File: src/rtl/rjp_pkg.sv
// Package for the RTP/JPEG packetizer: constants, register indexes and field widths.
// Used by the channel interfaces and by rtp_jpeg_packetizer; depends on nothing.
package rjp_pkg;

	localparam int FRAGMENT_BYTES = 1438;

	localparam int DATA_W    = 8;
	localparam int FRAME_W   = 24;
	localparam int ELAPSED_W = 16;
	localparam int SEQ_W     = 16;
	localparam int TS_W      = 32;
	localparam int CFG_W     = 32;
	localparam int DIM_W     = 11;
	localparam int HIDX_W    = 5;

	localparam logic [7:0] IL_MAGIC     = 8'h24;
	localparam logic [7:0] RTP_VERSION  = 8'h80;
	localparam logic [7:0] RTP_PT_JPEG  = 8'h1a;
	localparam logic [7:0] RTP_MARKER   = 8'h80;
	localparam logic [6:0] TS_PER_MS    = 7'd90;
	localparam int         HDR_BYTES    = 20;

	localparam logic [HIDX_W-1:0] HIDX_IL_FIRST  = 5'd0;
	localparam logic [HIDX_W-1:0] HIDX_RTP_FIRST = 5'd4;
	localparam logic [HIDX_W-1:0] HIDX_LAST      = 5'd23;

	typedef enum logic [2:0] {
		REG_INTERLEAVED = 3'd0,
		REG_CHANNEL     = 3'd1,
		REG_SOURCE      = 3'd2,
		REG_QUALITY     = 3'd3,
		REG_WIDTH       = 3'd4,
		REG_HEIGHT      = 3'd5
	} reg_index_t;

endpackage

File: src/rtl/rjp_frame_if.sv
// Valid/ready channel carrying JPEG frame bytes into the packetizer.
// Depends on rjp_pkg for the field widths.
interface rjp_frame_if;
	logic                          valid;
	logic                          ready;
	logic [rjp_pkg::DATA_W-1:0]    data_byte;
	logic [rjp_pkg::FRAME_W-1:0]   frame_bytes;
	logic [rjp_pkg::ELAPSED_W-1:0] elapsed_ms;

	modport source (output valid, data_byte, frame_bytes, elapsed_ms, input ready);
	modport sink   (input valid, data_byte, frame_bytes, elapsed_ms, output ready);
endinterface

File: src/rtl/rjp_packet_if.sv
// Valid/ready channel carrying packet bytes out of the packetizer.
// Depends on rjp_pkg for the field widths.
interface rjp_packet_if;
	logic                       valid;
	logic                       ready;
	logic [rjp_pkg::DATA_W-1:0] out_byte;
	logic                       is_payload;
	logic                       packet_end;

	modport source (output valid, out_byte, is_payload, packet_end, input ready);
	modport sink   (input valid, out_byte, is_payload, packet_end, output ready);
endinterface

File: src/rtl/rtp_jpeg_packetizer.sv
// RTP/JPEG packetizer (RFC 2435 framing), top level.
// Depends on rjp_pkg, rjp_frame_if and rjp_packet_if.
//
// Each frame byte accepted leaves as one output byte in the next cycle when the
// output side is ready, so payload runs at one byte per cycle. The first byte of
// every fragment first waits for a setup step, in which the fragment length, marker
// and timestamp are settled, followed by 20 header bytes, or 24 with interleaving
// on, all leaving through the single output byte register; while they leave, the
// input register holds the byte and the frame channel is stalled. Configuration
// writes take effect at the edge at which cfg_write is high.
module rtp_jpeg_packetizer #(
	parameter int FRAGMENT_BYTES = rjp_pkg::FRAGMENT_BYTES
) (
	input  logic                       clk,
	input  logic                       arst_n,
	input  logic                       cfg_write,
	input  logic [2:0]                 cfg_index,
	input  logic [rjp_pkg::CFG_W-1:0]  cfg_data,
	rjp_frame_if.sink                  frame,
	rjp_packet_if.source               packet
);

	localparam int FLW = $clog2(FRAGMENT_BYTES + 1);
	localparam logic [FLW-1:0] FRAG_MAX = FLW'(FRAGMENT_BYTES);
	localparam int FW = rjp_pkg::FRAME_W;

	logic                   il_q;
	logic [7:0]             chan_q;
	logic [31:0]            ssrc_q;
	logic [7:0]             qual_q;
	logic [rjp_pkg::DIM_W-1:0] width_q;
	logic [rjp_pkg::DIM_W-1:0] height_q;

	logic                   v_s1;
	logic [7:0]             data_s1;
	logic [FW-1:0]          total_s1;
	logic [15:0]            elapsed_s1;

	logic [FW-1:0]          offset_q;
	logic [rjp_pkg::SEQ_W-1:0] seq_q;
	logic [rjp_pkg::TS_W-1:0]  ts_q;
	logic [FLW-1:0]         left_q;
	logic                   hdr_q;
	logic [rjp_pkg::HIDX_W-1:0] hidx_q;
	logic                   marker_q;
	logic [15:0]            plen_q;

	logic                   ov_q;
	logic [7:0]             obyte_q;
	logic                   opay_q;
	logic                   oend_q;

	logic [FW-1:0]          total;
	logic [FW-1:0]          off_eff;
	logic [FW-1:0]          remain;
	logic [FLW-1:0]         frag;
	logic [rjp_pkg::TS_W-1:0] ts_eff;
	logic                   out_free;
	logic                   setup;
	logic                   hdr_emit;
	logic                   pay_emit;
	logic [7:0]             hdr_byte;
	logic [FLW-1:0]         left_next;
	logic [FW-1:0]          off_next;

	assign total   = (total_s1 == '0) ? FW'(1) : total_s1;
	assign off_eff = (offset_q >= total) ? '0 : offset_q;
	assign remain  = total - off_eff;
	assign frag    = (remain < FW'(FRAGMENT_BYTES)) ? remain[FLW-1:0] : FRAG_MAX;
	assign ts_eff  = (off_eff == '0)
		? ts_q + rjp_pkg::TS_W'(elapsed_s1) * rjp_pkg::TS_W'(rjp_pkg::TS_PER_MS) : ts_q;

	assign out_free  = !ov_q || packet.ready;
	assign setup     = v_s1 && (left_q == '0) && !hdr_q;
	assign hdr_emit  = v_s1 && hdr_q && out_free;
	assign pay_emit  = v_s1 && !hdr_q && (left_q != '0) && out_free;
	assign left_next = left_q - FLW'(1);
	assign off_next  = offset_q + FW'(1);

	assign frame.ready = !v_s1 || pay_emit;

	assign packet.valid      = ov_q;
	assign packet.out_byte   = obyte_q;
	assign packet.is_payload = opay_q;
	assign packet.packet_end = oend_q;

	always_comb begin
		case (hidx_q)
			5'd0:  hdr_byte = rjp_pkg::IL_MAGIC;
			5'd1:  hdr_byte = chan_q;
			5'd2:  hdr_byte = plen_q[15:8];
			5'd3:  hdr_byte = plen_q[7:0];
			5'd4:  hdr_byte = rjp_pkg::RTP_VERSION;
			5'd5:  hdr_byte = rjp_pkg::RTP_PT_JPEG | (marker_q ? rjp_pkg::RTP_MARKER : 8'h00);
			5'd6:  hdr_byte = seq_q[15:8];
			5'd7:  hdr_byte = seq_q[7:0];
			5'd8:  hdr_byte = ts_q[31:24];
			5'd9:  hdr_byte = ts_q[23:16];
			5'd10: hdr_byte = ts_q[15:8];
			5'd11: hdr_byte = ts_q[7:0];
			5'd12: hdr_byte = ssrc_q[31:24];
			5'd13: hdr_byte = ssrc_q[23:16];
			5'd14: hdr_byte = ssrc_q[15:8];
			5'd15: hdr_byte = ssrc_q[7:0];
			5'd17: hdr_byte = offset_q[23:16];
			5'd18: hdr_byte = offset_q[15:8];
			5'd19: hdr_byte = offset_q[7:0];
			5'd21: hdr_byte = qual_q;
			5'd22: hdr_byte = width_q[10:3];
			5'd23: hdr_byte = height_q[10:3];
			default: hdr_byte = 8'h00;
		endcase
	end

	always_ff @(posedge clk or negedge arst_n) begin
		if (!arst_n) begin
			il_q     <= 1'b0;
			chan_q   <= '0;
			ssrc_q   <= '0;
			qual_q   <= '0;
			width_q  <= '0;
			height_q <= '0;
		end else if (cfg_write) begin
			case (cfg_index)
				rjp_pkg::REG_INTERLEAVED: il_q     <= cfg_data[0];
				rjp_pkg::REG_CHANNEL:     chan_q   <= cfg_data[7:0];
				rjp_pkg::REG_SOURCE:      ssrc_q   <= cfg_data;
				rjp_pkg::REG_QUALITY:     qual_q   <= cfg_data[7:0];
				rjp_pkg::REG_WIDTH:       width_q  <= cfg_data[rjp_pkg::DIM_W-1:0];
				rjp_pkg::REG_HEIGHT:      height_q <= cfg_data[rjp_pkg::DIM_W-1:0];
				default: ;
			endcase
		end
	end

	always_ff @(posedge clk or negedge arst_n) begin
		if (!arst_n) begin
			v_s1 <= 1'b0;
		end else if (frame.ready) begin
			v_s1 <= frame.valid;
		end
	end

	always_ff @(posedge clk) begin
		if (frame.ready && frame.valid) begin
			data_s1    <= frame.data_byte;
			total_s1   <= frame.frame_bytes;
			elapsed_s1 <= frame.elapsed_ms;
		end
	end

	always_ff @(posedge clk or negedge arst_n) begin
		if (!arst_n) begin
			offset_q <= '0;
			seq_q    <= '0;
			ts_q     <= '0;
			left_q   <= '0;
			hdr_q    <= 1'b0;
			hidx_q   <= rjp_pkg::HIDX_IL_FIRST;
			marker_q <= 1'b0;
			plen_q   <= '0;
		end else if (setup) begin
			offset_q <= off_eff;
			ts_q     <= ts_eff;
			left_q   <= frag;
			marker_q <= (off_eff + FW'(frag)) == total;
			plen_q   <= 16'(frag) + 16'(rjp_pkg::HDR_BYTES);
			hdr_q    <= 1'b1;
			hidx_q   <= il_q ? rjp_pkg::HIDX_IL_FIRST : rjp_pkg::HIDX_RTP_FIRST;
		end else if (hdr_emit) begin
			if (hidx_q == rjp_pkg::HIDX_LAST) begin
				hdr_q <= 1'b0;
			end else begin
				hidx_q <= hidx_q + 5'd1;
			end
		end else if (pay_emit) begin
			left_q <= left_next;
			if (left_next == '0) begin
				seq_q    <= seq_q + 16'd1;
				offset_q <= (off_next >= total) ? '0 : off_next;
			end else begin
				offset_q <= off_next;
			end
		end
	end

	always_ff @(posedge clk or negedge arst_n) begin
		if (!arst_n) begin
			ov_q <= 1'b0;
		end else if (out_free) begin
			ov_q <= hdr_emit || pay_emit;
		end
	end

	always_ff @(posedge clk) begin
		if (hdr_emit) begin
			obyte_q <= hdr_byte;
			opay_q  <= 1'b0;
			oend_q  <= 1'b0;
		end else if (pay_emit) begin
			obyte_q <= data_s1;
			opay_q  <= 1'b1;
			oend_q  <= left_next == '0;
		end
	end

endmodule

File: src/flat_wrapper.sv
// flat-port wrapper written by rule: the top's interface ports become plain ports
module rtp_jpeg_packetizer_flat 
#(
	parameter int FRAGMENT_BYTES = rjp_pkg::FRAGMENT_BYTES
)
  (clk, arst_n, cfg_write, cfg_index, cfg_data, frame_valid, frame_data_byte, frame_frame_bytes, frame_elapsed_ms, frame_ready, packet_valid, packet_out_byte, packet_is_payload, packet_packet_end, packet_ready);
  rjp_frame_if frame_i ();
  rjp_packet_if packet_i ();
  input  logic clk;
  input  logic arst_n;
  input  logic cfg_write;
  input  logic [2:0] cfg_index;
  input  logic [rjp_pkg::CFG_W-1:0] cfg_data;
  input wire logic [$bits(frame_i.valid)-1:0] frame_valid;
  input wire logic [$bits(frame_i.data_byte)-1:0] frame_data_byte;
  input wire logic [$bits(frame_i.frame_bytes)-1:0] frame_frame_bytes;
  input wire logic [$bits(frame_i.elapsed_ms)-1:0] frame_elapsed_ms;
  output wire logic [$bits(frame_i.ready)-1:0] frame_ready;
  output wire logic [$bits(packet_i.valid)-1:0] packet_valid;
  output wire logic [$bits(packet_i.out_byte)-1:0] packet_out_byte;
  output wire logic [$bits(packet_i.is_payload)-1:0] packet_is_payload;
  output wire logic [$bits(packet_i.packet_end)-1:0] packet_packet_end;
  input wire logic [$bits(packet_i.ready)-1:0] packet_ready;
  assign frame_i.valid = frame_valid;
  assign frame_i.data_byte = frame_data_byte;
  assign frame_i.frame_bytes = frame_frame_bytes;
  assign frame_i.elapsed_ms = frame_elapsed_ms;
  assign frame_ready = frame_i.ready;
  assign packet_valid = packet_i.valid;
  assign packet_out_byte = packet_i.out_byte;
  assign packet_is_payload = packet_i.is_payload;
  assign packet_packet_end = packet_i.packet_end;
  assign packet_i.ready = packet_ready;
  rtp_jpeg_packetizer #(.FRAGMENT_BYTES(FRAGMENT_BYTES)) u_core (.clk(clk), .arst_n(arst_n), .cfg_write(cfg_write), .cfg_index(cfg_index), .cfg_data(cfg_data), .frame(frame_i), .packet(packet_i));
endmodule
File: config.mk
export PLATFORM = sky130hd
export DESIGN_NAME = rtp_jpeg_packetizer_flat
export DESIGN_NICKNAME = d
export VERILOG_FILES = /design/src/rtl/rjp_pkg.sv /design/src/rtl/rjp_frame_if.sv /design/src/rtl/rjp_packet_if.sv /design/src/rtl/rtp_jpeg_packetizer.sv /design/src/flat_wrapper.sv
export SDC_FILE = /design/constraint.sdc
export NUM_CORES = 1
export LEC_CHECK = 0
export BUFFER_PORTS_ARGS = -buffer_cell sky130_fd_sc_hd__buf_4
export CAP_MARGIN = 30
export CORE_MARGIN = 2
export CORE_UTILIZATION = 57
export DETAILED_ROUTE_END_ITERATION = 8
export HOLD_SLACK_MARGIN = 0.05
export PLACE_DENSITY = 0.81
export SLEW_MARGIN = 40
export SYNTH_ARGS = -nofsm -noshare
export SYNTH_HDL_FRONTEND = slang
export SYNTH_SLANG_ARGS = --single-unit
export TNS_END_PERCENT = 30
File: constraint.sdc
create_clock -name clk -period 7.93 [get_ports clk]
set_clock_uncertainty 0.2 [all_clocks]
set_input_delay 1.1895 -clock clk [delete_from_list [all_inputs] [get_ports clk]]
set_output_delay 1.1895 -clock clk [all_outputs]
set_load 0.03 [all_outputs]
==> impl_results.md, run 1 <==
* Status: finished, violations left
* Failing checks: negative setup slack
* Num CTS Buffers at 25
* Pwr/cell area at 317 nW/µm²
* Via Count at about 16000
* Routed length per instance at 21.7 µm
* Slew Viols, Final at 0
* Synthesized flop and latch total at 226
* Via/cell ratio at slightly above 6
* Die ar. at about 31000 µm²
* Starting density of the core at between 50% and 60%
* Post-Synthesis Cell Area at 17000 µm²
* Hold Path Class: reg -> reg
* Fin util at 71.3%
* R2r startpoint: u_core.total_s1[18]
* Synth area leader: dfrtp_1
* Port bufs at 99
* Finished Cell Area at 21000 µm²
* Seq/Total Area, Yosys at between 30% and 40%
* Post-DRT Antenna Nets at 0
* DRC at 0
* Crit-path slowest cell: or4b_1
* Placed instance area at just under 20000 µm²
* Fin crit period at 8.24 ns
* CP startpoint kind: register
* Nets at approximately 2400
* CP Class: reg -> reg
* Dpl hpwl at about 41 mm
* Tcrit/Tclk final at 104%
* Post-route setup slack at -0.310 ns
* Synthesis Warnings at 0
* Die width at between 150 and 200 µm
* CP Max Fanout at 6
* Synth Flop Type: dfrtp_1
* Proportion of netlist area held by the largest area contributor at approximately 25%
* Wire length of the first global-routing pass at 84.6 mm
* GRT Total Usage at roughly a third
* MaxCap Viol Count at 0
* Ranking of synthesized cells by area: dfrtp_1 (25%), ha_1 (11%), edfxtp_1 (9.9%), mux2_2 (4.4%), xnor2_1 (4.2%)
* Initial antenna violation count at 0
* Fmax at ~120 MHz
* Congestion Overflow GR at 0
* WP data arrival at about 8.5 ns
* Ports at 100
* Antenna cells at 0
* Cells after synthesis at roughly 1800
* Number of synthesized flops with an enable pin at 56
* DR iter-0 viols at about 1400
* Largest net degree at the start of global routing at 99
* Final Hold Viols at 0
* Die Ht at around 180 µm
* Synth cell count leaders: dfrtp_1 (168), nand2_1 (161), ha_1 (155), inv_1 (128), nor2_1 (123)
* CTS root buf: clkbuf_16
* CTS Hold Bufs at 0
* Most used cell, CP: nand4_1
* RSZ-0062 raised after global routing: yes
* Fraction of layout cells with a size suffix above 1 at around 25%
* Beginning of the critical path: u_core.total_s1[18]
* Leak at between 9 and 10 nW
* Syn Nets at approximately 2100
* Area grow syn2layout at 23.8%
* DR pass1 iterations at 8
* R2r setup slk at -0.31 ns
* Ys async rst share at 74.3%
* Max IR drop VDD at 0.372 mV
* Worst-Margin Slew at ~0.85 ns
* Maximum root-to-sink buffer count at 3
* Vias in the first global route at between 15000 and 20000
* Worst-Skew Late Latency at between 0.5 and 0.6 ns
* CP Capture Type: register
* Worst endpoint required time at between 8 and 9 ns
* Synthesized area per cell at 9.35 µm²
* Htree depth at 1
* Worst-path clk slew at around 0.070 ns
* Routed Wire Length at 54.3 mm
* Clock sink total at around 230
* Setup-violating endpoint count in the final report at 1
* Max incr delay on CP at about 0.53 ns
* Gpl congestion at roughly 0.98
* Top-count cell post-synth: dfrtp_1
* FP Rows at between 60 and 70
* Worst hold path startpoint: u_core.packet.is_payload
* Synth cell types at 91
* Relative slew slack at between 40% and 50%
* Core area at 29500 µm²
* CTS tree: done
[power by group]
group	total (mW)	switching (mW)	internal, mW	leakage (nW)
logic	3.85	2.18	1.67	6.69
clock network	1.23	0.506	0.726	0.425
registers	1.58	0.166	1.41	2.70
[critical path: cells and delay by family, from the launching register on]
kind | cells | cell delay [ns]
adders and majority gates | 4 | 1.11
buffers and inverters | 4 | 0.53
AOI/OAI and AO/OA | 13 | 2.77
DFF | 1 | 0.40
xor gates and xnor gates | 2 | 0.38
and+or+nand+nor | 13 | 2.76
[final timing paths]
check	end	cells past startpoint
max	u_core.marker_q	36
min	u_core.packet.is_payload	2
max reg2reg	u_core.marker_q	36
min reg2reg	u_core.packet.is_payload	2
max in group asynchronous	u_core.ts_q[23]	2
min in group asynchronous	u_core.seq_q[12]	1
[state kept, by name, summed over array words and instances, names as in the netlist]
signal                    cells
u_core.left_q                11
u_core.plen_q                12
u_core.hdr_q                  1
u_core.qual_q                 8
u_core.hidx_q                 5
u_core.width_q                8
u_core.total_s1              24
u_core.packet.valid           1
u_core.data_s1                8
u_core.packet.out_byte        8
u_core.ts_q                  31
u_core.ssrc_q                32
u_core.il_q                   1
u_core.packet.is_payload      1
u_core.elapsed_s1            16
u_core.height_q               8
u_core.chan_q                 8
u_core.seq_q                 16
u_core.offset_q              24
u_core.marker_q               1
u_core.packet.packet_end      1
u_core.v_s1                   1
[routing by layer]
| layer | vias to the layer above | GRT usage, % | wire, µm |
|---|---|---|---|
| met1 | 7513 | 48.4 | 22800 |
| met2 | 763 | 53.9 | 24200 |
| li1 | 7130 | - | - |
| met5 | - | 0 | 0 |
| met4 | 0 | 13.0 | 2250 |
| met3 | 164 | 6.27 | 5030 |
[repair_timing]
item / 4_1_cts / 5_1_grt
buffers inserted: 12 / 1
setup endpoints to repair: 1 / 1
gates resized for setup: 56 / 16
cloned: 0 / 1
pin swaps: 36 / 19
[logic make-up (layout without fill, tap and decap cells)]
family / count (synthesis) / after routing / share of synthesized area [%]
AOI/OAI and AO/OA: 409 / 409 / 16.5
muxes: 77 / 77 / 5.04
xor gates and xnor gates: 141 / 141 / 7.28
adders and majority gates: 184 / 184 / 14.8
and+or+nand+nor: 568 / 568 / 16.7
buffers and inverters: 210 / 507 / 4.72
DFF: 226 / 226 / 34.9
[layout make-up]
class                      count  area, µm²
multi-input combinational   1379      10700
fill                        2177       8470
sequential                   226       5930
timing repair buffer         333       2570
clock buffer                  32        703
tap                          390        488
inverter                     129        484
clock inverter                13        154
[through the flow]
stage	power [mW]	setup TNS [ns]	setup WS [ns]	hold WS (ns)	cells
after floorplan	4.18	0	0.0455	0.236	1815
after global placement	5.11	-0.386	-0.386	0.231	2440
after detailed placement	5.27	-0.642	-0.642	0.244	2442
after CTS	6.58	-0.326	-0.326	0.254	2499
after global routing	7.11	-0.708	-0.708	0.274	2502
final	6.66	-0.310	-0.310	0.248	2502
[cell usage in the layout (no fill, tap or decap), types with 14 or more instances in the layout]
cell | netlist | routed
a21oi_1 | 80 | 76
nand2_1 | 161 | 155
nor4_1 | 17 | 14
buf_4 | 0 | 323
inv_1 | 128 | 126
a22oi_1 | 41 | 41
fa_1 | 29 | 27
and3_1 | 19 | 19
o21ai_0 | 85 | 79
or3_1 | 18 | 18
nor3_1 | 44 | 38
xor2_1 | 60 | 58
xnor2_1 | 81 | 80
mux2_2 | 67 | 67
a31oi_1 | 24 | 23
nand3_1 | 60 | 59
ha_1 | 155 | 145
a22o_1 | 19 | 19
nand2b_1 | 16 | 16
clkbuf_16 | 0 | 26
dfrtp_1 | 168 | 168
nand4_1 | 30 | 30
nor2_1 | 123 | 117
edfxtp_1 | 56 | 56
o21a_1 | 17 | 17
a21o_1 | 28 | 28
(Power assumes the default switching activity.)
==> run 2, diff against run 1 <==
Settings changed: CORE_UTILIZATION 57 to 61, PLACE_DENSITY 0.81 to 0.83.
Clock period 7.93 ns to 8 ns, I/O delays scaled along.
==> impl_results.md, run 2 (synthesis gave the netlist of run 1 again) <==
* DR pass1 iterations at 6
* DRC at 0
* GRT Total Usage at 38.2%
* Worst-Skew Late Latency at 0.55 ns
* Max reg flops at 32
* Num CTS Buffers at 25
* Failing checks: negative setup slack
* Post-DRT Antenna Nets at 0
* Area grow syn2layout at 23.7%
* Vias in the first global route at 15900
* Die ar. at 29200 µm²
* Fin crit period at around 8.4 ns
* CTS tree: done
* CP Class: reg -> reg
* DP Cell Count at ~2400
* CP Capture Type: register
* FP Rows at around 60
* Worst setup endpoint: u_core.marker_q
* Final Hold Viols at 0
* WP data arrival at 8.65 ns
* Port bufs at 99
* Fraction of layout cells with a size suffix above 1 at 25.2%
* Setup-violating endpoint count in the final report at 15
* Die width at 171 µm
* R2r startpoint: u_core.total_s1[14]
* Status: finished, violations left
* Beginning of the critical path: u_core.total_s1[14]
* Maximum root-to-sink buffer count at 3
* Via Count at 15900
* CP startpoint kind: register
* Worst reg-to-reg path cell count at 38
* Worst-Margin Slew at 0.902 ns
* Leak at 9.87 nW
* Most flop-heavy register: u_core.ssrc_q
* Via/cell ratio at 6.36
* Pwr/cell area at 318 nW/µm²
* Max IR drop VDD at 0.331 mV
* Most frequent cells in the layout: buf_4 (336), dfrtp_1 (168), nand2_1 (160)
* Post-route setup slack at -0.418 ns
* Congestion Overflow GR at 0
* Non-filler cells, final at ~2500
* R2r setup slk at -0.42 ns
* Largest net degree at the start of global routing at about 90
* Routed Wire Length at approximately 55 mm
* Fin util at about three quarters
* Fmax at between 100 and 150 MHz
* Gpl congestion at 0.979
* Dpl hpwl at slightly above 40 mm
* Initial antenna violation count at 4
* Die Ht at between 150 and 200 µm
* Most used cell, CP: buf_4
* Clock sink total at 226
* Nets at roughly 2400
* Multi-input logic area at around 11000 µm²
* Wire length of the first global-routing pass at between 80 and 90 mm
* RR Endpoint: u_core.marker_q
* Commonest non-fill, non-tap cell in the layout: buf_4
* Hold Path Class: reg -> reg
* Storage element area at 5930 µm²
* Relative slew slack at between 30% and 40%
* Worst-path clk slew at ~0.06 ns
* Max incr delay on CP at approximately 0.51 ns
* MaxCap Viol Count at 0
* Starting density of the core at 61.6%
* Ports at 100
* Htree depth at 1
* Worst endpoint required time at slightly above 8 ns
* Core area at 27600 µm²
* CTS Hold Bufs at 0
* DR iter-0 viols at 1804
* Largest regs: u_core.ssrc_q (32), u_core.ts_q (31)
* RSZ-0062 raised after global routing: yes
* Tcrit/Tclk final at 105%
* CTS root buf: clkbuf_16
* CP Max Fanout at 5
* Crit-path slowest cell: or4b_1
* Fillers at 1879
* Slew Viols, Final at 0
* Routed length per instance at around 22 µm
-- run 2: changes by cell type in the layout (fill, tap and decap cells not counted), sizes merged --
cell,before,now
clkbuf,32,33
bufinv,3,4
buf,333,344
diode,0,3
clkinv,8,7
clkinvlp,1,0
-- run 2: repair_timing --
action | 4_1_cts | 5_1_grt
resized for setup | 46 | 10
pin swaps | 26 | 11
cloned | 0 | 0
setup endpoints to repair | 1 | 22
endpoints found under the hold margin | 0 | 0
setup buffers | 34 | 3
-- run 2: cell type report --
class	instances	area share, %
Tap cell	378	2.25
Timing Repair Buffer	345	12.6
Inverter	129	2.31
Clock inverter	12	0.793
Sequential cell	226	28.2
Multi-Input combinational cell	1379	50.4
Clock buffer	32	3.35
Antenna cell	3	0.0358
-- run 2: how the worst min path moves through the flow --
stage,start,end,slack [ns],cells past startpoint
after floorplan,u_core.il_q,u_core.hidx_q[2],0.24,1
after global placement,u_core.packet.is_payload,u_core.packet.is_payload,0.23,2
after detailed placement,u_core.packet.is_payload,u_core.packet.is_payload,0.25,2
after CTS,u_core.packet.is_payload,u_core.packet.is_payload,0.28,2
after global routing,u_core.plen_q[2],u_core.plen_q[2],0.30,2
final,u_core.packet.is_payload,u_core.packet.is_payload,0.27,2
-- run 2: worst max-delay path: cells and delay by family, from the launching register on --
kind | cells | cell delay (ns)
adders and majority gates | 4 | 1.11
buffers and inverters | 5 | 0.74
AOI/OAI and AO/OA | 13 | 2.16
muxes | 1 | 0.17
and+or+nand+nor | 15 | 3.53
DFF | 1 | 0.42
-- run 2: per-layer routing --
| metal | global-route usage [%] | routed length [µm] | vias to the layer above |
|---|---|---|---|
| li1 | - | - | 7127 |
| met1 | 51.9 | 22000 | 7583 |
| met2 | 59.7 | 24700 | 979 |
| met5 | 0 | 0 | - |
| met4 | 16.9 | 2830 | 0 |
| met3 | 7.08 | 5820 | 245 |
-- run 2: where the power goes --
group | switching, mW | internal (mW) | leakage [nW]
combinational | 2.21 | 1.67 | 6.74
sequential | 0.164 | 1.40 | 2.70
clock | 0.485 | 0.748 | 0.435
-- run 2: stage by stage --
step                      power [mW]  setup TNS, ns  setup WS [ns]  hold slack (ns)  instance area, µm²
after detailed placement        5.23         -0.680         -0.680            0.253               19500
after global placement          5.05         -0.302         -0.302            0.230               19500
after CTS                       6.59         -0.152         -0.149            0.276               20900
after global routing            7.13          -5.41         -0.808            0.296               21000
final                           6.68          -1.38         -0.418            0.270               21000
after floorplan                 4.14              0         0.0270            0.236               17000
